==> src/ofvt_pkg.sv <==
`timescale 1ns / 1ps
`default_nettype none
// ----------------------------------------------------------------------------
// ofvt_pkg - shared types and constants
// Register indexes, frame builder states and frame status for the
// orthonormal frame vector transform unit.
// ----------------------------------------------------------------------------
package ofvt_pkg;

    localparam int CFG_IDX_BITS = 3;

    localparam logic [CFG_IDX_BITS-1:0] REG_FWD_X = 3'd0;
    localparam logic [CFG_IDX_BITS-1:0] REG_FWD_Y = 3'd1;
    localparam logic [CFG_IDX_BITS-1:0] REG_FWD_Z = 3'd2;
    localparam logic [CFG_IDX_BITS-1:0] REG_UP_X  = 3'd3;
    localparam logic [CFG_IDX_BITS-1:0] REG_UP_Y  = 3'd4;
    localparam logic [CFG_IDX_BITS-1:0] REG_UP_Z  = 3'd5;

    // frame builder sequence
    typedef enum logic [6:0] {
        S_DOT   = 7'b0000001,
        S_UP    = 7'b0000010,
        S_SQ    = 7'b0000100,
        S_SQRT  = 7'b0001000,
        S_DIV   = 7'b0010000,
        S_CROSS = 7'b0100000,
        S_READY = 7'b1000000
    } t_bld_state;

    typedef struct packed {
        logic ok;
        logic degen;
    } t_frame_stat;

endpackage
`default_nettype wire

==> src/ofvt_front.sv <==
`timescale 1ns / 1ps
`default_nettype none
// ----------------------------------------------------------------------------
// ofvt_front - configuration registers and frame builder
// Holds F and U, and rebuilds the orthonormal frame on a shared multiplier,
// an iterative square root and a restoring divider after reset or any write.
// ----------------------------------------------------------------------------
module ofvt_front
    import ofvt_pkg::*;
#(
    parameter int WORD_BITS = 24,
    parameter int FRAC_BITS = 16
) (
    input  wire logic                          i_clk,
    input  wire logic                          i_rst_n,
    input  wire logic                          i_cfg_we,
    input  wire logic [CFG_IDX_BITS-1:0]       i_cfg_idx,
    input  wire logic [WORD_BITS-1:0]          i_cfg_data,
    output t_frame_stat                        o_stat,
    output logic      [2:0][WORD_BITS-1:0]     o_fwd,
    output logic      [2:0][WORD_BITS-1:0]     o_upv,
    output logic      [2:0][WORD_BITS-1:0]     o_rgt
);
    localparam int W  = WORD_BITS;
    localparam int F  = FRAC_BITS;
    localparam int PW = 2 * W;
    localparam int AW = 2 * W + 2;
    localparam int NW = W + F + 1;
    localparam int CW = $clog2(NW + 1);

    localparam logic [W-1:0]         ONE     = W'(1) << F;
    localparam logic signed [PW-1:0] HALF    = PW'(1) << (F - 1);
    localparam logic signed [AW-1:0] ACC_MAX = {{(AW-W+1){1'b0}}, {(W-1){1'b1}}};
    localparam logic signed [AW-1:0] ACC_MIN = {{(AW-W+1){1'b1}}, {(W-1){1'b0}}};
    localparam logic [NW-1:0]        Q_LIM   = NW'(1) << (W - 1);

    function automatic logic [W-1:0] sat_w(input logic signed [AW-1:0] x);
        logic [W-1:0] y;
        if (x > ACC_MAX) begin
            y = ACC_MAX[W-1:0];
        end else if (x < ACC_MIN) begin
            y = ACC_MIN[W-1:0];
        end else begin
            y = x[W-1:0];
        end
        return y;
    endfunction

    logic [2:0][W-1:0]      r_fwd, r_up, r_upv, r_rgt;
    t_bld_state             r_state;
    logic [2:0]             r_idx;
    logic                   r_ph;
    logic signed [PW-1:0]   r_prod;
    logic signed [AW-1:0]   r_acc;
    logic [W-1:0]           r_d;
    logic [PW-1:0]          r_s;
    logic [W:0]             r_rem;
    logic [W-1:0]           r_root, r_len;
    logic [NW-1:0]          r_num;
    logic                   r_neg;
    logic [CW-1:0]          r_cnt;
    logic                   r_degen;

    logic [1:0]             ix;
    logic signed [W-1:0]    op_a, op_b;
    logic                   use_half, sub;
    logic signed [PW-1:0]   mul_p, n_prod, term;
    logic signed [AW-1:0]   term_e, acc_sum, up_diff;
    logic [PW-1:0]          s_sum;
    logic [W+1:0]           rem_sh, trial, rem_nx;
    logic                   sq_ge;
    logic [W-1:0]           root_nx;
    logic [W:0]             dv_sh, dv_rem;
    logic                   dv_ge;
    logic [NW-1:0]          num_nx, num0;
    logic [W-1:0]           mag, qsat;

    assign ix = r_idx[1:0];

    // operand select for the shared multiplier
    always_comb begin
        op_a     = '0;
        op_b     = '0;
        use_half = 1'b1;
        case (r_state)
            S_DOT: begin
                op_a = $signed(r_fwd[ix]);
                op_b = $signed(r_up[ix]);
            end
            S_UP: begin
                op_a = $signed(r_d);
                op_b = $signed(r_fwd[ix]);
            end
            S_SQ: begin
                op_a     = $signed(r_upv[ix]);
                op_b     = $signed(r_upv[ix]);
                use_half = 1'b0;
            end
            S_CROSS: begin
                case (r_idx)
                    3'd0: begin op_a = $signed(r_upv[1]); op_b = $signed(r_fwd[2]); end
                    3'd1: begin op_a = $signed(r_upv[2]); op_b = $signed(r_fwd[1]); end
                    3'd2: begin op_a = $signed(r_upv[2]); op_b = $signed(r_fwd[0]); end
                    3'd3: begin op_a = $signed(r_upv[0]); op_b = $signed(r_fwd[2]); end
                    3'd4: begin op_a = $signed(r_upv[0]); op_b = $signed(r_fwd[1]); end
                    3'd5: begin op_a = $signed(r_upv[1]); op_b = $signed(r_fwd[0]); end
                    default: ;
                endcase
            end
            default: ;
        endcase
    end

    assign mul_p   = op_a * op_b;
    assign n_prod  = mul_p + (use_half ? HALF : '0);
    assign term    = r_prod >>> F;
    assign term_e  = AW'(term);
    assign sub     = (r_state == S_CROSS) && r_idx[0];
    assign acc_sum = r_acc + (sub ? -term_e : term_e);
    assign up_diff = AW'($signed(r_up[ix])) - term_e;
    assign s_sum   = r_s + r_prod;

    // square root: one result bit per cycle
    assign rem_sh  = {r_rem[W-1:0], r_s[PW-1 -: 2]};
    assign trial   = {r_root, 2'b01};
    assign sq_ge   = (rem_sh >= trial);
    assign rem_nx  = sq_ge ? (rem_sh - trial) : rem_sh;
    assign root_nx = {r_root[W-2:0], sq_ge};

    // restoring divide: one quotient bit per cycle
    assign dv_sh  = {r_rem[W-1:0], r_num[NW-1]};
    assign dv_ge  = (dv_sh >= {1'b0, r_len});
    assign dv_rem = dv_ge ? (dv_sh - {1'b0, r_len}) : dv_sh;
    assign num_nx = {r_num[NW-2:0], dv_ge};
    assign mag    = r_upv[ix][W-1] ? W'(-$signed(r_upv[ix])) : r_upv[ix];
    assign num0   = NW'({mag, {F{1'b0}}}) + NW'(r_len >> 1);

    always_comb begin
        if (r_neg) begin
            qsat = (num_nx > Q_LIM) ? ACC_MIN[W-1:0] : W'(-num_nx[W-1:0]);
        end else begin
            qsat = (num_nx >= Q_LIM) ? ACC_MAX[W-1:0] : num_nx[W-1:0];
        end
    end

    // configuration registers
    always_ff @(posedge i_clk) begin
        if (!i_rst_n) begin
            r_fwd <= {ONE, W'(0), W'(0)};
            r_up  <= {W'(0), ONE, W'(0)};
        end else if (i_cfg_we) begin
            case (i_cfg_idx)
                REG_FWD_X: r_fwd[0] <= i_cfg_data;
                REG_FWD_Y: r_fwd[1] <= i_cfg_data;
                REG_FWD_Z: r_fwd[2] <= i_cfg_data;
                REG_UP_X:  r_up[0]  <= i_cfg_data;
                REG_UP_Y:  r_up[1]  <= i_cfg_data;
                REG_UP_Z:  r_up[2]  <= i_cfg_data;
                default: ;
            endcase
        end
    end

    // frame build sequence; any write restarts it
    always_ff @(posedge i_clk) begin
        if (!i_rst_n || i_cfg_we) begin
            r_state <= S_DOT;
            r_idx   <= '0;
            r_ph    <= 1'b0;
            r_acc   <= '0;
            r_degen <= 1'b0;
        end else begin
            case (r_state)
                S_DOT, S_UP, S_SQ, S_CROSS: begin
                    if (!r_ph) begin
                        r_prod <= n_prod;
                        r_ph   <= 1'b1;
                    end else begin
                        r_ph <= 1'b0;
                        case (r_state)
                            S_DOT: begin
                                if (r_idx == 3'd2) begin
                                    r_d     <= sat_w(acc_sum);
                                    r_acc   <= '0;
                                    r_idx   <= '0;
                                    r_state <= S_UP;
                                end else begin
                                    r_acc <= acc_sum;
                                    r_idx <= r_idx + 1'b1;
                                end
                            end
                            S_UP: begin
                                r_upv[ix] <= sat_w(up_diff);
                                if (r_idx == 3'd2) begin
                                    r_idx   <= '0;
                                    r_s     <= '0;
                                    r_state <= S_SQ;
                                end else begin
                                    r_idx <= r_idx + 1'b1;
                                end
                            end
                            S_SQ: begin
                                r_s <= s_sum;
                                if (r_idx == 3'd2) begin
                                    r_idx <= '0;
                                    if (s_sum == '0) begin
                                        r_degen <= 1'b1;
                                        r_state <= S_CROSS;
                                    end else begin
                                        r_degen <= 1'b0;
                                        r_rem   <= '0;
                                        r_root  <= '0;
                                        r_cnt   <= '0;
                                        r_state <= S_SQRT;
                                    end
                                end else begin
                                    r_idx <= r_idx + 1'b1;
                                end
                            end
                            default: begin
                                if (r_idx[0]) begin
                                    r_rgt[r_idx[2:1]] <= sat_w(acc_sum);
                                    r_acc             <= '0;
                                end else begin
                                    r_acc <= acc_sum;
                                end
                                if (r_idx == 3'd5) begin
                                    r_idx   <= '0;
                                    r_state <= S_READY;
                                end else begin
                                    r_idx <= r_idx + 1'b1;
                                end
                            end
                        endcase
                    end
                end
                S_SQRT: begin
                    r_rem  <= rem_nx[W:0];
                    r_root <= root_nx;
                    r_s    <= r_s << 2;
                    r_cnt  <= r_cnt + 1'b1;
                    if (r_cnt == CW'(W - 1)) begin
                        r_len   <= root_nx;
                        r_idx   <= '0;
                        r_ph    <= 1'b0;
                        r_state <= S_DIV;
                    end
                end
                S_DIV: begin
                    if (!r_ph) begin
                        r_num <= num0;
                        r_neg <= r_upv[ix][W-1];
                        r_rem <= '0;
                        r_cnt <= '0;
                        r_ph  <= 1'b1;
                    end else begin
                        r_rem <= dv_rem;
                        r_num <= num_nx;
                        r_cnt <= r_cnt + 1'b1;
                        if (r_cnt == CW'(NW - 1)) begin
                            r_upv[ix] <= qsat;
                            r_ph      <= 1'b0;
                            if (r_idx == 3'd2) begin
                                r_idx   <= '0;
                                r_state <= S_CROSS;
                            end else begin
                                r_idx <= r_idx + 1'b1;
                            end
                        end
                    end
                end
                S_READY: ;
                default: r_state <= S_DOT;
            endcase
        end
    end

    assign o_stat.ok    = (r_state == S_READY);
    assign o_stat.degen = r_degen;
    assign o_fwd        = r_fwd;
    assign o_upv        = r_upv;
    assign o_rgt        = r_rgt;

endmodule
`default_nettype wire

==> config.mk <==
export PLATFORM = sky130hd
export DESIGN_NAME = ofvt_front
export DESIGN_NICKNAME = d
export VERILOG_FILES = /design/src/ofvt_pkg.sv /design/src/ofvt_front.sv
export SDC_FILE = /design/constraint.sdc
export NUM_CORES = 2
export LEC_CHECK = 0
export ABC_AREA = 0
export BUFFER_PORTS_ARGS = -buffer_cell sky130_fd_sc_hd__buf_2
export CAP_MARGIN = 40
export CORE_MARGIN = 4
export CORE_UTILIZATION = 40
export DETAILED_ROUTE_END_ITERATION = 8
export PLACE_DENSITY = 0.6
export SYNTH_ARGS = -nofsm -noshare
export SYNTH_HDL_FRONTEND = slang
export SYNTH_SLANG_ARGS = --single-unit
export TNS_END_PERCENT = 30
==> constraint.sdc <==
create_clock -name i_clk -period 14.8 [get_ports i_clk]
set_input_delay 2.96 -clock i_clk [delete_from_list [all_inputs] [get_ports i_clk]]
set_output_delay 2.96 -clock i_clk [all_outputs]
set_load 0.01 [all_outputs]
==> results.txt <==
status = complete, no violations
Async SR Flop Fraction = 0%
CP endpoint kind = register
crit-path max cell delay = 760 ps
Final Hold Fails = 0
fin crit share = 76.9%
DPL Wire Length = 169000 microns
# setup viols final = 0
initial antenna violation count = 7
sequential area share after synthesis = 26.2%
hold_buf cts = 0
CP arrival = 11790 ps
Ports = 248
Post-Route WL = 220000 microns
largest net degree at the start of global routing = 99
Mapped Area = 59800 sq um
Area growth, synth to finish = 10.7%
yosys warns = 0
CTS tree = built
Clock Tree Buf Depth = 3
root buffer cell = clkbuf_16
crit path kind = register to register
Required @ worst endpoint = 15210 ps
htree depth = 3
Primary FF master, synth = edfxtp_1
Setup TNS = 0 ps
Final min period = 11380 ps
Pleak = 0.0290 uW
most used cell, CP = fa_1
maxcap violations = 0
Tot GR Track Use = 27.6%
NumNets Final = 7815
worst min path class = register to register
Slew HR = 23.9%
cell row count = 141
# fillers = 14400
worst-margin pin slew = 1140 ps
DRT Pass-1 Iters = 8
Worst path slowest cell = clkinv_1
Top Family by Delay on Critical Path = adder cells
syn nets = 7675
Post-synth EDFFs = 384
skew final = 42.3 ps
Pins Over Slew Limit = 0
peak supply drop = 74.9 uV
PwrDens = 62.1 nW/um^2
drt drc = 0
Clock Pin Slew Worst Setup and Hold Paths = 60 ps
routed vias = 51900
Port-buffer cells = 247
Tot Pwr = 4110 uW
gr ovfl total = 0
#FFs+latches synth = 590
Mapped Cells = 6708
first-pass GRT wire length = 328000 microns
post-DR wirelength/cell = 24.9 microns
Clock Latency Late Sink = 690 ps
Final GP Congestion = 0.965
Unique masters post-synth = 109
Critical Path Fanout Max = 54
CP bufs+invs = 7
CTS Sinks = 590
quantity of gates resized following cts = 0
die area = 156000 sq um
Routed Antenna Nets = 0
syn_area_per_cell = 8.92 sq um
vias in the first global route = 50600
Post-CTS Setup Bufs = 0
area of the core = 148000 sq um
DR vias/cell = 5.87
Die Y = 395 microns
CTS buffer count = 72
Worst setup SP type = register
setup repair after global routing missed its margin = no
share of cells above drive strength 1 = 9.88%
First DRT Iteration DRCs = 5973
fmax = 87.9 MHz
die width = 395 microns
Initial Util = 40.4%
[per-layer routing]
metal	wire length, microns	part of all wire, %	up-vias	global-route usage [%]
met2	91700	42	2747	40.4
met5	46	0.021	-	0
met3	25200	11	491	7.62
li1	-	-	23000	-
met1	92700	42	25600	38.3
met4	10600	4.8	4	11.3
[layout by cell type (no fill, tap or decap), drive strengths merged, types with 20 or more instances in the layout]
cell type	Yosys	final
nor2b	44	44
nand4	42	42
a221oi	20	20
clkinv	1	24
nand2	1009	1009
o22ai	121	121
and3	42	42
a21o	125	125
a21oi	345	345
o31ai	23	23
o21bai	33	33
ha	323	323
a31oi	39	39
xor2	78	78
nand3	81	81
a221o	23	23
inv	855	866
o21ai	271	271
o21a	28	28
a21boi	153	153
nand2b	56	56
mux2i	154	154
a22o	27	27
a22oi	22	22
dfxtp	206	206
a222oi	31	31
xnor2	191	191
mux2	31	31
a211oi	45	45
edfxtp	384	384
o211ai	27	27
buf	59	401
nor3	94	94
clkbuf	277	84
nor4	36	36
or3	24	24
fa	614	614
nor2	492	492
and2	75	75
[per-stage QoR]
step	instance area (sq um)	setup slack (ps)	util (%)	hold slack (ps)	std cells
2_1_floorplan	59800	3850	-	426	6708
3_3_place_gp	63200	3530	42.6	429	8657
3_5_place_dp	63800	3620	43.0	434	8701
4_1_cts	66200	3580	44.7	445	8832
5_1_grt	66200	2750	44.7	458	8836
6_report	66200	3420	44.7	445	8838
[cells by family (layout without fill, tap and decap cells)]
kind of cell,count (synthesis),count (layout),share of synthesized area (%)
adder cells (fa/ha/maj),937,937,27.3
XOR/XNOR,269,269,3.94
other,0,3,0
flip-flops,590,590,26.2
AND/OR/NAND/NOR,2074,2074,15.4
AO/OA/AOI/OAI,1461,1461,16.4
buffers and inverters,1192,1389,7.64
multiplexers,185,185,3.16
[flip-flops by register name, summed over array words and instances (netlist names), 41 cells and up]
| register | flops |
|---|---|
| o_fwd | 72 |
| o_rgt | 72 |
| o_upv | 72 |
| r_acc | 50 |
| r_num | 41 |
| r_prod | 48 |
| r_s | 48 |
| r_up | 72 |
[synth_stat cells (33+ instances only)]
cell type  number  area, sq um
a21o_1        124          931
inv_1         855         3210
a31oi_1        38          238
a21oi_1       340         1700
nor2_1        491         1840
and2_1         73          457
and3_1         41          257
edfxtp_1      384        11500
a21boi_0      151         1130
ha_1          323         4040
nor2b_1        43          269
clkbuf_1      277         1040
o21bai_1       33          248
nand2b_1       56          350
mux2i_1       154         1540
o22ai_1       121          757
dfxtp_1       206         4120
fa_1          614        12300
xor2_1         78          683
nand4_1        42          263
nand2_1      1009         3790
a211oi_1       43          323
o21ai_0       227         1140
xnor2_1       191         1670
nand3_1        81          405
nor4_1         35          219
nor3_1         91          455
[cell type report]
class	count	area, sq um	area share, %
clock buffer	83	1860	2.81
antenna	3	7.51	0.0113
timing repair buffer	402	2650	4.00
inverter	856	3210	4.85
tap	1930	2410	3.65
sequential	590	15700	23.6
clock inverter	48	574	0.867
multi-input combinational	4926	39800	60.2
[where the power goes]
| group | switching, uW | internal [uW] |
|---|---|---|
| Clock | 808 | 1030 |
| Sequential | 25.6 | 1770 |
| Combinational | 327 | 150 |
[worst paths after layout]
check,from,endpoint,slack [ps],cells past startpoint
worst min register to register,r_root[19],r_len[20],450,0
worst max register to register,r_state[4],r_prod[46],3420,34
worst min-delay path,r_root[19],r_len[20],450,0
worst max-delay path,r_state[4],r_prod[46],3420,34
Power figures use the tool's default switching activity.
