[src/ofvt_fifo.sv]
`timescale 1ns / 1ps
`default_nettype none
// ----------------------------------------------------------------------------
// ofvt_fifo - small register queue
// First-in first-out buffer with occupancy count; read data is the head entry.
// ----------------------------------------------------------------------------
module ofvt_fifo #(
    parameter int WIDTH = 8,
    parameter int DEPTH = 4
) (
    input  wire logic                       i_clk,
    input  wire logic                       i_rst_n,
    input  wire logic                       i_push,
    input  wire logic [WIDTH-1:0]           i_data,
    input  wire logic                       i_pop,
    output logic      [WIDTH-1:0]           o_data,
    output logic                            o_full,
    output logic                            o_empty,
    output logic      [$clog2(DEPTH+1)-1:0] o_count
);
    localparam int PTRW = $clog2(DEPTH);
    localparam int CNTW = $clog2(DEPTH + 1);

    logic [WIDTH-1:0] r_mem [DEPTH];
    logic [PTRW-1:0]  r_wr, r_rd;
    logic [CNTW-1:0]  r_cnt;
    logic             do_push, do_pop;

    assign o_full  = (r_cnt == CNTW'(DEPTH));
    assign o_empty = (r_cnt == '0);
    assign o_count = r_cnt;
    assign o_data  = r_mem[r_rd];
    assign do_push = i_push && !o_full;
    assign do_pop  = i_pop && !o_empty;

    always_ff @(posedge i_clk) begin
        if (do_push) begin
            r_mem[r_wr] <= i_data;
        end
    end

    always_ff @(posedge i_clk) begin
        if (!i_rst_n) begin
            r_wr  <= '0;
            r_rd  <= '0;
            r_cnt <= '0;
        end else begin
            if (do_push) begin
                r_wr <= (r_wr == PTRW'(DEPTH - 1)) ? '0 : r_wr + 1'b1;
            end
            if (do_pop) begin
                r_rd <= (r_rd == PTRW'(DEPTH - 1)) ? '0 : r_rd + 1'b1;
            end
            case ({do_push, do_pop})
                2'b10:   r_cnt <= r_cnt + 1'b1;
                2'b01:   r_cnt <= r_cnt - 1'b1;
                default: r_cnt <= r_cnt;
            endcase
        end
    end

endmodule
`default_nettype wire

[config.mk]
export PLATFORM = sky130hd
export DESIGN_NAME = ofvt_fifo
export DESIGN_NICKNAME = d
export VERILOG_FILES = /design/src/ofvt_fifo.sv
export SDC_FILE = /design/constraint.sdc
export NUM_CORES = 1
export LEC_CHECK = 0
export ABC_CLOCK_PERIOD_IN_PS = 3800
export BUFFER_PORTS_ARGS = -buffer_cell sky130_fd_sc_hd__buf_2
export CORE_UTILIZATION = 50
export DETAILED_ROUTE_END_ITERATION = 8
export GPL_ROUTABILITY_DRIVEN = 0
export PLACE_DENSITY = 0.74
export SLEW_MARGIN = 20
export SYNTH_ARGS = -nofsm -noshare
export SYNTH_HDL_FRONTEND = slang
export SYNTH_SLANG_ARGS = --single-unit
[constraint.sdc]
create_clock -name i_clk -period 3.8 [get_ports i_clk]
set_input_delay 0.19 -clock i_clk [delete_from_list [all_inputs] [get_ports i_clk]]
set_output_delay 0.19 -clock i_clk [all_outputs]
set_load 0.05 [all_outputs]
==> results.txt, run 1 <==
----------------------------------------------------
[GRT]
  Global-route wire length before repair ... slightly above 4000 um
  Number of antenna violations at the first check in global routing ... 0
  Global routing met2 resource utilization ... just under 30%
  Maximum number of pins on one net before global-route repair ... 14
  GRT Util Overall ... 17.19%
  Global-route track usage on met1 ... between 10% and 20%
  Global-route congestion overflow total ... 0
  Met3 track demand over resource in global routing ... 4.367%
  Via count of the first global-routing pass ... roughly 860
  Most Used Layer, Global Route ... met2

[Routing]
  Avg WL per Cell ... approximately 15 um
  First-pass detailed-route iteration total ... 4
  Number of vias after detailed routing ... 850
  Remaining design rule violation count ... 0
  Violation count after the first detailed-route iteration ... 13
  Total detailed-routing wirelength ... 2569 um
  Number of nets with antenna violations after detailed routing ... 0
  Vias per Instance ... 5.000

[Power and ir drop]
  LEAKAGE ... ~0.7 nW
  VDD IR max ... 0.4026 mV
  Total power divided by cell area ... 746.7 mW/mm2
  Pwr Total ... 1.422 mW

[Logic synthesis]
  Simple-gate portion of the synthesized area ... 6.773%
  Synth Area per Inst ... around 17 um2
  Mapped Nets ... 117
  Synthesized flop and latch total ... around 40
  Syn. warnings ... 0
  Number of unique standard cell types used by synthesis ... 22
  Multiplexer area fraction after synthesis ... about an eighth
  Top cells by area, synth ... sky130_fd_sc_hd__edfxtp_1 58%, sky130_fd_sc_hd__dfxtp_1 11%, sky130_fd_sc_hd__mux4_2 11%
  Arithmetic-cell share of the synthesized area counting full adders, half adders and majority gates ... under 10%
  Area of the mapped netlist ... 0.001644 mm2
  Dominant combinational cell family by area after synthesis ... multiplexers
  Cell accounting for the most synthesized area ... sky130_fd_sc_hd__edfxtp_1
  Area fraction in compound gates after synthesis ... approximately 2.1%
  Sequential-to-total area share from yosys stat ... 69.41%
  Gate count after technology mapping ... just under 100
  Parity-gate share of the synthesized area counting xor and xnor cells ... between 1 and 1.5%
  Synth top area share ... between 50% and 60%

[Min path]
  Origin of the worst min-delay path ... i_data[6]
  Worst hold path class ... input port to flop

[Final layout]
  Net total in the final layout ... 144
  Post-layout instance area ... around 0.0019 mm2
  Number of inserted diodes ... 0
  Layout Cells excl Fill ... 170
  Share of cells above drive strength 1 ... 32.54%
  Layout filler cell count ... 240
  Share of the core filled with cells ... 61.87%
  Signed area change from the synthesized netlist to the final layout ... 15.83%

[Clock network]
  Cts-stage hold buffer count ... 0
  Latest clock arrival within the worst-skew pair ... between 0.3 and 0.4 ns
  CTS H-tree lvls ... 2
  TritonCTS buffer count ... 5
  Number of gates resized after CTS ... 0
  Number of buffers inserted to repair setup after CTS ... 0
  Clock slew at the register clock pins of the worst setup and hold paths ... around 0.13 ns
  Clock tree sinks ... 41
  Clock tree from TritonCTS ... done
  Clock tree buffer depth ... 2
  Root Driver ... sky130_fd_sc_hd__clkbuf_4

[Floorplanning]
  Area of the core region ... between 0.003 and 0.004 mm2
  Die height ... approximately 59 um
  Initial standard-cell utilization of the core ... between 50% and 60%
  Number of core rows ... 20
  Die Area ... 0.003521 mm2
  I/O pin count ... 25
  Horizontal die dimension ... ~59 um

[Worst setup path]
  Kind of cell with the highest combined delay on the critical path ... simple AND/OR/NAND/NOR gates
  Type of the worst setup path ... flop to flop
  Endpoint arrival time on the critical path ... between 2 and 3 ns
  Origin of the critical flop-to-flop path ... o_count[2]$_SDFFE_PN0P_
  CP Launch Point ... o_count[2]$_SDFFE_PN0P_
  CP max stage cell ... sky130_fd_sc_hd__dfxtp_1
  CP Max Fanout ... 7
  Cell repeated most along the worst path ... sky130_fd_sc_hd__inv_1
  Worst setup EP type ... flop
  Startpoint types ... flop
  Worst Path Buf+Inv ... 2
  Data required time at the worst endpoint ... between 4 and 5 ns
  Critical path cell sequence ... nor3b_2 -> nor2b_1 -> inv_1 -> ha_1 -> inv_1 -> fa_1 -> xor2_1 -> or3_1 -> a21boi_0
  Maximum cell stage delay along the critical path ... between 0.4 and 0.5 ns

[Place]
  Worst slack at placement ... roughly 1.6 ns
  Post-DP HPWL ... approximately 1800 um
  Port Buffers ... 24
  Dpl cell area ... about 0.0018 mm2
  # placed instances ... approximately 160

[STA]
  Post-Route Skew ... 0.008040 ns
  Hold Slack ... 0.04928 ns
  Slew HR ... roughly three fifths
  Final Slew Violations ... 0
  Worst setup slack after layout ... roughly 1.5 ns
  RSZ-0062 raised after global routing ... false
  Least-Margin Pin Slew ... ~0.58 ns
  Final count of hold timing violations ... 0
  Post-route minimum period ... roughly 2.3 ns
  Highest clock rate ... between 400 and 500 MHz
  Setup_tns ... 0 ns
  Number of endpoints failing setup at the final stage ... 0
  Final period util ... around three fifths

[Status]
  Run status ... finished, final reports clean

[Run]
  Max-Cap Viols ... 0

----------------------------------------------------
[cells by family after synthesis]
family	after synthesis
and+or+nand+nor	21
muxes	10
adders and majority gates	7
AOI/OAI and AO/OA	6
DFF	41
xor gates and xnor gates	2
buffers and inverters	11
[metal layers]
layer / up-vias / part of all wire [%]
li1: 411 / -
met1: 416 / 41
met2: 18 / 55
met3: 5 / 3.4
met4: 0 / 1.3
met5: - / 0
[sequential cells by signal (all words and copies together), names as in the netlist, named ones only]
name and count:
r_wr 2, r_rd 2, r_mem 32, o_count 3
[worst reg2reg max path, cell delays in order, from the launching register on]
cell and delay, ns:
sky130_fd_sc_hd__dfxtp_1 0.42, sky130_fd_sc_hd__nor3b_2 0.21, sky130_fd_sc_hd__nor2b_1 0.14, sky130_fd_sc_hd__inv_1 0.10, sky130_fd_sc_hd__ha_1 0.20, sky130_fd_sc_hd__inv_1 0.07
sky130_fd_sc_hd__fa_1 0.40, sky130_fd_sc_hd__xor2_1 0.17, sky130_fd_sc_hd__or3_1 0.31, sky130_fd_sc_hd__a21boi_0 0.20
[cell usage after synthesis]
| cell type | number |
|---|---|
| sky130_fd_sc_hd__a21boi_0 | 1 |
| sky130_fd_sc_hd__and2_1 | 6 |
| sky130_fd_sc_hd__buf_2 | 2 |
| sky130_fd_sc_hd__clkbuf_1 | 2 |
| sky130_fd_sc_hd__dfxtp_1 | 9 |
| sky130_fd_sc_hd__edfxtp_1 | 32 |
| sky130_fd_sc_hd__fa_1 | 1 |
| sky130_fd_sc_hd__ha_1 | 6 |
| sky130_fd_sc_hd__inv_1 | 7 |
| sky130_fd_sc_hd__mux2i_1 | 2 |
| sky130_fd_sc_hd__mux4_2 | 8 |
| sky130_fd_sc_hd__nand2_1 | 7 |
| sky130_fd_sc_hd__nand3_1 | 2 |
| sky130_fd_sc_hd__nor2_1 | 2 |
| sky130_fd_sc_hd__nor2b_1 | 1 |
| sky130_fd_sc_hd__nor3_1 | 1 |
| sky130_fd_sc_hd__nor3b_2 | 1 |
| sky130_fd_sc_hd__o21ai_0 | 4 |
| sky130_fd_sc_hd__o31ai_1 | 1 |
| sky130_fd_sc_hd__or3_1 | 1 |
| sky130_fd_sc_hd__xnor2_1 | 1 |
| sky130_fd_sc_hd__xor2_1 | 1 |
[worst paths after layout]
path / to / slack (ns) / cells after the start
hold / removal: r_mem[0][6]$_DFFE_PP_ / 0.05 / 1
hold reg to reg: r_wr[1]$_SDFFE_PN0P_ / 0.52 / 2
setup reg to reg: o_count[2]$_SDFFE_PN0P_ / 1.52 / 9
setup / recovery: o_count[2]$_SDFFE_PN0P_ / 1.52 / 9
[cell usage in the layout (no fill, tap or decap), drive strengths merged, types with 2 or more instances in the layout]
cell and n:
mux4 8, clkbuf 5, o21ai 4, edfxtp 32
inv 7, ha 6, nand3 2, nor2 2
dfxtp 9, nand2 7, bufinv 2, and2 6
buf 24, mux2i 2
[cell type report]
cell class,instances,area (um2),share of cell area (%)
Inverter,7,26.28,1.380
Multi-Input combinational cell,46,459.2,24.11
Clock buffer,5,37.54,1.971
Tap cell,44,55.05,2.891
Clock inverter,3,65.06,3.417
Timing Repair Buffer,24,120.1,6.307
Sequential cell,41,1141,59.92
[power breakdown]
part           switching (mW)  internal [mW]  total (mW)
sequential             0.0574          0.547       0.605
combinational           0.319          0.153       0.471
clock                   0.142          0.204       0.346
Power figures use the tool's default switching activity.
==> inputs of run 2 (changes only) <==
Settings changed: ABC_CLOCK_PERIOD_IN_PS 3800 to 2000, CORE_UTILIZATION 50 to 49, PLACE_DENSITY 0.74 to 0.75.
Clock period 3.8 ns to 2 ns, I/O delays scaled along.
==> run 2 against run 1 <==
Net effect:
- first-iteration DRC count is 23% higher
- sequential share of layout area decreased by 4.4 points
- largest cell class unchanged
- utilization rose by 4.5 points
- worst setup slack worse by 1.5 ns
- non-clock buffer count grew 15
- total power rose by 100%
==> results.txt, run 2 (synthesized netlist as in run 1, its figures left out) <==
----------------------------------------------------
[GRT]
  Number of antenna violations at the first check in global routing ... 0
  Maximum number of pins on one net before global-route repair ... 15
  Global routing met2 resource utilization ... between 20% and 30%
  Via count of the first global-routing pass ... approximately 890
  Global-route wire length before repair ... ~4000 um
  Global-route track usage on met1 ... between 10% and 20%
  Global-route congestion overflow total ... 0
  GRT Util Overall ... ~17%
  Met3 track demand over resource in global routing ... between 4 and 5%
  Most Used Layer, Global Route ... met2

[STA]
  Number of endpoints failing setup at the final stage ... 0
  Slew HR ... a little over two thirds
  Final count of hold timing violations ... 0
  Final Slew Violations ... 0
  Post-Route Skew ... between 0.01 and 0.015 ns
  Final period util ... ~97%
  Least-Margin Pin Slew ... about 0.45 ns
  Post-route minimum period ... a little under 2 ns
  Highest clock rate ... about 520 MHz

[Floorplanning]
  Die Area ... 0.003591 mm2
  Initial standard-cell utilization of the core ... a little over half
  Number of core rows ... 20
  Die height ... approximately 60 um
  I/O pin count ... 25
  Horizontal die dimension ... around 60 um
  Area of the core region ... 0.003128 mm2

[Power and ir drop]
  Total power divided by cell area ... approximately 1400 mW/mm2
  Portion of total power attributed to sequential cells ... between 30% and 40%
  Internal power contribution ... ~1.8 mW
  LEAKAGE ... 0.7792 nW
  Fraction of power consumed by the clock network ... a little under a quarter
  Logic pwr share ... between 30% and 40%
  VDD IR max ... 0.8487 mV
  Net switching component of the power ... about 1.0 mW
  Switch share ... between 30 and 40%

[Worst setup path]
  Worst Path Buf+Inv ... 2
  Data required time at the worst endpoint ... 2.29 ns
  CP Max Fanout ... 5
  Maximum cell stage delay along the critical path ... 0.39 ns
  Critical path cell sequence ... nor3b_4 -> nor2b_2 -> inv_2 -> ha_4 -> inv_2 -> fa_2 -> xor2_1 -> or3_1 -> a21boi_1
  Kind of cell with the highest combined delay on the critical path ... simple AND/OR/NAND/NOR gates
  Cell repeated most along the worst path ... sky130_fd_sc_hd__inv_2
  CP max stage cell ... sky130_fd_sc_hd__dfxtp_4
  Type of the worst setup path ... flop to flop
  Worst setup EP type ... flop
  Startpoint types ... flop
  Endpoint arrival time on the critical path ... approximately 2.2 ns

[Place]
  Post-DP HPWL ... 1704 um
  Dpl cell area ... roughly 0.0019 mm2
  # placed instances ... between 150 and 200
  Port Buffers ... 24

[Final layout]
  Number of inserted diodes ... 0
  Commonest cells after routing, fill and taps aside ... 32 x sky130_fd_sc_hd__edfxtp_1, 24 x sky130_fd_sc_hd__buf_2, 8 x sky130_fd_sc_hd__mux4_2, 8 x sky130_fd_sc_hd__dlygate4sd3_1
  Area of combinational cells with multiple inputs ... approximately 480 um2
  Layout filler cell count ... about 220
  Share of cells above drive strength 1 ... between 30 and 40%
  Net total in the final layout ... roughly 160
  Signed area change from the synthesized netlist to the final layout ... 26.26%
  Register containing the most flip-flops in the final layout ... r_mem
  Layout Cells excl Fill ... between 150 and 200
  Register area ... 0.001152 mm2
  Commonest non-fill, non-tap cell in the layout ... sky130_fd_sc_hd__edfxtp_1
  Flip-flop count of the largest register after layout ... 32
  Share of the core filled with cells ... 66.36%
  Post-layout instance area ... 0.002076 mm2

[Routing]
  Remaining design rule violation count ... 0
  First-pass detailed-route iteration total ... 4
  Violation count after the first detailed-route iteration ... 16
  Number of nets with antenna violations after detailed routing ... 0
  Avg WL per Cell ... around 16 um
  Total detailed-routing wirelength ... a little under 3000 um
  Vias per Instance ... around 5
  Number of vias after detailed routing ... around 920

[Run]
  Max-Cap Viols ... 0

[Clock network]
  Clock tree from TritonCTS ... done
  TritonCTS buffer count ... 5
  Root Driver ... sky130_fd_sc_hd__clkbuf_4
  Clock tree buffer depth ... 2
  Clock slew at the register clock pins of the worst setup and hold paths ... 0.13 ns
  CTS H-tree lvls ... 2
  Latest clock arrival within the worst-skew pair ... between 0.3 and 0.4 ns
  Clock tree sinks ... 41

[Status]
  Run status ... finished, final reports clean

[Min path]
  Worst hold path class ... input port to flop

----------------------------------------------------
## run 2: changes by cell type in the layout (fill, tap and decap cells not counted), sizes merged
cell	previous run	this run
buf	24	31
inv	7	8
clkinv	1	0
dlygate4sd3	0	8
## run 2: path summary, 6_finish.rpt
| path | start | end | slack [ns] | cells past startpoint |
|---|---|---|---|---|
| max | o_count[1]$_SDFFE_PN0P_ | o_count[2]$_SDFFE_PN0P_ | 0.06 | 9 |
| min | i_rst_n | r_wr[0]$_SDFFE_PN0P_ | 0.08 | 3 |
| max reg2reg | o_count[1]$_SDFFE_PN0P_ | o_count[2]$_SDFFE_PN0P_ | 0.06 | 9 |
| min reg2reg | r_wr[1]$_SDFFE_PN0P_ | r_wr[1]$_SDFFE_PN0P_ | 0.52 | 2 |
## run 2: final cells by class
| type | instances | area share [%] |
|---|---|---|
| Clock buffer | 5 | 1.808 |
| Sequential cell | 41 | 55.52 |
| Tap cell | 44 | 2.652 |
| Multi-Input combinational cell | 46 | 23.27 |
| Inverter | 7 | 1.266 |
| Timing Repair Buffer | 39 | 12.18 |
| Clock inverter | 3 | 3.315 |
## run 2: metal layers
metal	part of all wire, %	vias to the layer above
li1	-	444
met1	40	447
met2	54	21
met3	3.8	6
met4	1.6	0
met5	0	-
## run 2: what timing repair did
item	4_1_cts	5_1_grt
hold buffers	8	0
setup buffers	0	4
hold endpoints to repair	32	0
setup endpoints to repair	0	1
resized for setup	0	3
## run 2: worst reg2reg max path: cells and delay by family, from the launching register on
| kind | cells | cell delay [ns] |
|---|---|---|
| AO/OA/AOI/OAI | 1 | 0.15 |
| XOR/XNOR | 1 | 0.18 |
| adder cells (fa/ha/maj) | 2 | 0.46 |
| buffers and inverters | 2 | 0.10 |
| flip-flops | 1 | 0.39 |
| AND/OR/NAND/NOR | 3 | 0.60 |
## run 2: per-stage QoR
| step | TNS [ns] | hold WS, ns | power (mW) | setup slack, ns |
|---|---|---|---|---|
| CTS | 0 | 0.08014 | 2.822 | 0.06751 |
| global placement | 0 | 0.3101 | 2.115 | 0.1884 |
| floorplan | -0.7055 | 0.1989 | 1.922 | -0.4266 |
| finish | 0 | 0.08047 | 2.853 | 0.05979 |
| global route | -0.01075 | 0.09727 | 2.982 | -0.01075 |
| detailed placement | 0 | 0.3179 | 2.146 | 0.1093 |
## run 2: power groups by stage
stage | combinational, mW | sequential, mW | clock [mW]
4_1_cts | 1.02 | 1.13 | 0.676
3_3_place_gp | 0.982 | 1.13 | 0
2_1_floorplan | 0.736 | 1.19 | 0
5_1_grt | 1.13 | 1.14 | 0.714
3_5_place_dp | 1.00 | 1.14 | 0
6_report | 1.06 | 1.13 | 0.666
==> inputs of run 3 (changes only) <==
Settings changed: PLACE_DENSITY 0.75 to unset, PLACE_DENSITY_LB_ADDON set to 0.15.
==> run 3 against run 2 <==
Net effect:
- via count is 2.9% lower
- sequential share of layout area is 2.2 points higher
- non-clock buffer count is 3 lower
- worst setup slack better by 0.027 ns
- global-route usage is 0.16 points higher
- utilization is 2.6 points lower
- first-iteration DRC count is 63% higher
- largest cell class unchanged
==> results.txt, run 3 (synthesized netlist as in run 1, its figures left out) <==
----------------------------------------------------
[Status]
  Run status ... finished, final reports clean

[Worst setup path]
  Worst setup EP type ... flop
  Type of the worst setup path ... flop to flop
  Maximum cell stage delay along the critical path ... 0.37 ns
  Critical path cell sequence ... nor3b_4 -> nor2b_2 -> inv_2 -> ha_4 -> inv_2 -> fa_2 -> xor2_1 -> or3_1 -> a21boi_1
  Data required time at the worst endpoint ... between 2 and 2.5 ns
  Endpoint arrival time on the critical path ... 2.17 ns
  CP max stage cell ... sky130_fd_sc_hd__dfxtp_2
  CP Max Fanout ... 6
  Kind of cell with the highest combined delay on the critical path ... simple AND/OR/NAND/NOR gates
  Startpoint types ... flop
  Cell repeated most along the worst path ... sky130_fd_sc_hd__inv_2
  Worst Path Buf+Inv ... 2

[Final layout]
  Flip-flop count of the largest register after layout ... 32
  Commonest non-fill, non-tap cell in the layout ... sky130_fd_sc_hd__edfxtp_1
  Number of inserted diodes ... 0
  Register containing the most flip-flops in the final layout ... r_mem
  Share of cells above drive strength 1 ... between 30% and 40%
  Post-layout instance area ... about 0.002 mm2
  Layout Cells excl Fill ... between 150 and 200
  Net total in the final layout ... 156
  Commonest cells after routing, fill and taps aside ... 32 x sky130_fd_sc_hd__edfxtp_1, 24 x sky130_fd_sc_hd__buf_2, 8 x sky130_fd_sc_hd__mux4_2, 8 x sky130_fd_sc_hd__dlygate4sd3_1, 7 x sky130_fd_sc_hd__nand2_1
  Signed area change from the synthesized netlist to the final layout ... 21.23%

[GRT]
  GRT Util Overall ... between 10% and 20%
  Global-route wire length before repair ... approximately 4200 um
  Via count of the first global-routing pass ... ~930
  Number of antenna violations at the first check in global routing ... 0
  Maximum number of pins on one net before global-route repair ... 13
  Global-route congestion overflow total ... 0

[Routing]
  Violation count after the first detailed-route iteration ... 26
  First-pass detailed-route iteration total ... 4
  Number of nets with antenna violations after detailed routing ... 0
  Remaining design rule violation count ... 0
  Total detailed-routing wirelength ... between 2000 and 3000 um
  Avg WL per Cell ... between 10 and 15 um
  Vias per Instance ... between 4 and 5
  Number of vias after detailed routing ... 891

[STA]
  Highest clock rate ... 522.8 MHz
  RSZ-0062 raised after global routing ... true
  Least-Margin Pin Slew ... around 0.43 ns
  Final count of hold timing violations ... 0
  Setup_tns ... 0 ns
  Worst setup slack after layout ... ~0.087 ns
  Slew HR ... between 70% and 80%
  Number of endpoints failing setup at the final stage ... 0
  Post-Route Skew ... around 0.010 ns
  Final Slew Violations ... 0
  Post-route minimum period ... 1.913 ns
  Final period util ... 95.64%

[Floorplanning]
  Initial standard-cell utilization of the core ... around 53%
  Area of the core region ... roughly 0.0031 mm2
  Horizontal die dimension ... 59.93 um
  Number of core rows ... 20
  I/O pin count ... 25
  Die height ... roughly 60 um
  Die Area ... between 0.003 and 0.004 mm2

[Min path]
  Worst hold path class ... input port to flop

[Power and ir drop]
  LEAKAGE ... approximately 0.74 nW
  Pwr Total ... 2.510 mW
  Total power divided by cell area ... 1259 mW/mm2
  VDD IR max ... between 0.8 and 0.9 mV

[Clock network]
  Clock tree sinks ... 41
  Root Driver ... sky130_fd_sc_hd__clkbuf_4
  Clock tree from TritonCTS ... done
  Latest clock arrival within the worst-skew pair ... 0.34 ns
  CTS H-tree lvls ... 2
  Clock slew at the register clock pins of the worst setup and hold paths ... between 0.1 and 0.15 ns
  Clock tree buffer depth ... 2
  TritonCTS buffer count ... 5

[Place]
  Port Buffers ... 24
  # placed instances ... roughly 170
  Dpl cell area ... around 0.0019 mm2
  Worst slack at placement ... roughly 0.12 ns
  Post-DP HPWL ... 1694 um

[Run]
  Max-Cap Viols ... 0

----------------------------------------------------
## run 3: changes by cell type in the layout (fill, tap and decap cells not counted)
cell / before / now
sky130_fd_sc_hd__buf_4: 7 / 4
sky130_fd_sc_hd__bufinv_16: 2 / 0
sky130_fd_sc_hd__inv_6: 1 / 0
sky130_fd_sc_hd__clkbuf_1: 0 / 2
sky130_fd_sc_hd__dfxtp_2: 0 / 1
sky130_fd_sc_hd__clkinv_1: 0 / 1
sky130_fd_sc_hd__dfxtp_4: 3 / 2
## run 3: final timing paths
| kind | end | start | slack (ns) | cells past startpoint |
|---|---|---|---|---|
| hold / removal | r_wr[1]$_SDFFE_PN0P_ | i_rst_n | 0.10 | 3 |
| setup reg to reg | o_count[2]$_SDFFE_PN0P_ | o_count[1]$_SDFFE_PN0P_ | 0.09 | 9 |
| setup / recovery | o_count[2]$_SDFFE_PN0P_ | o_count[1]$_SDFFE_PN0P_ | 0.09 | 9 |
| hold reg to reg | r_wr[1]$_SDFFE_PN0P_ | r_wr[1]$_SDFFE_PN0P_ | 0.51 | 2 |
## run 3: report_power, final
part / internal, mW / switching (mW)
registers: 1.05 / 0.0748
clock network: 0.135 / 0.240
logic: 0.356 / 0.653
## run 3: cell type report
type	instances	area, um2
clock buffer	7	45.04
clock inverter	1	3.754
fill	239	1135
inverter	7	26.28
multi-input combinational	46	483.0
sequential	41	1150
tap	44	55.05
timing repair buffer	36	230.2
## run 3: repair_timing
item | CTS | global route
hold buffers | 8 | 0
endpoints found under the setup margin | 0 | 1
endpoints found under the hold margin | 32 | 0
buffers inserted | 0 | 1
gates resized for setup | 0 | 2
## run 3: per-stage QoR
| step | util (%) | hold WS (ns) |
|---|---|---|
| finish | 63.72 | 0.1035 |
| global route | 63.72 | 0.09019 |
| CTS | 63.32 | 0.08817 |
| detailed placement | 59.20 | 0.3189 |
| global placement | 59.20 | 0.3141 |
| floorplan | - | 0.1989 |
## run 3: tightest hold or removal path, cell delays in order
cell                      delay [ns]
sky130_fd_sc_hd__buf_2          0.16
sky130_fd_sc_hd__nand2_1        0.08
sky130_fd_sc_hd__mux2i_1        0.05
## run 3: per-layer routing
metal / share of wire, % / track usage, % / wire [um] / vias to the layer above
met4: 1.8 / 6.977 / 45 / 0
li1: - / - / - / 439
met3: 4.0 / 6.494 / 101 / 5
met1: 45 / 21.16 / 1146 / 429
met5: 0 / 0 / 0 / -
met2: 49 / 27.78 / 1254 / 18
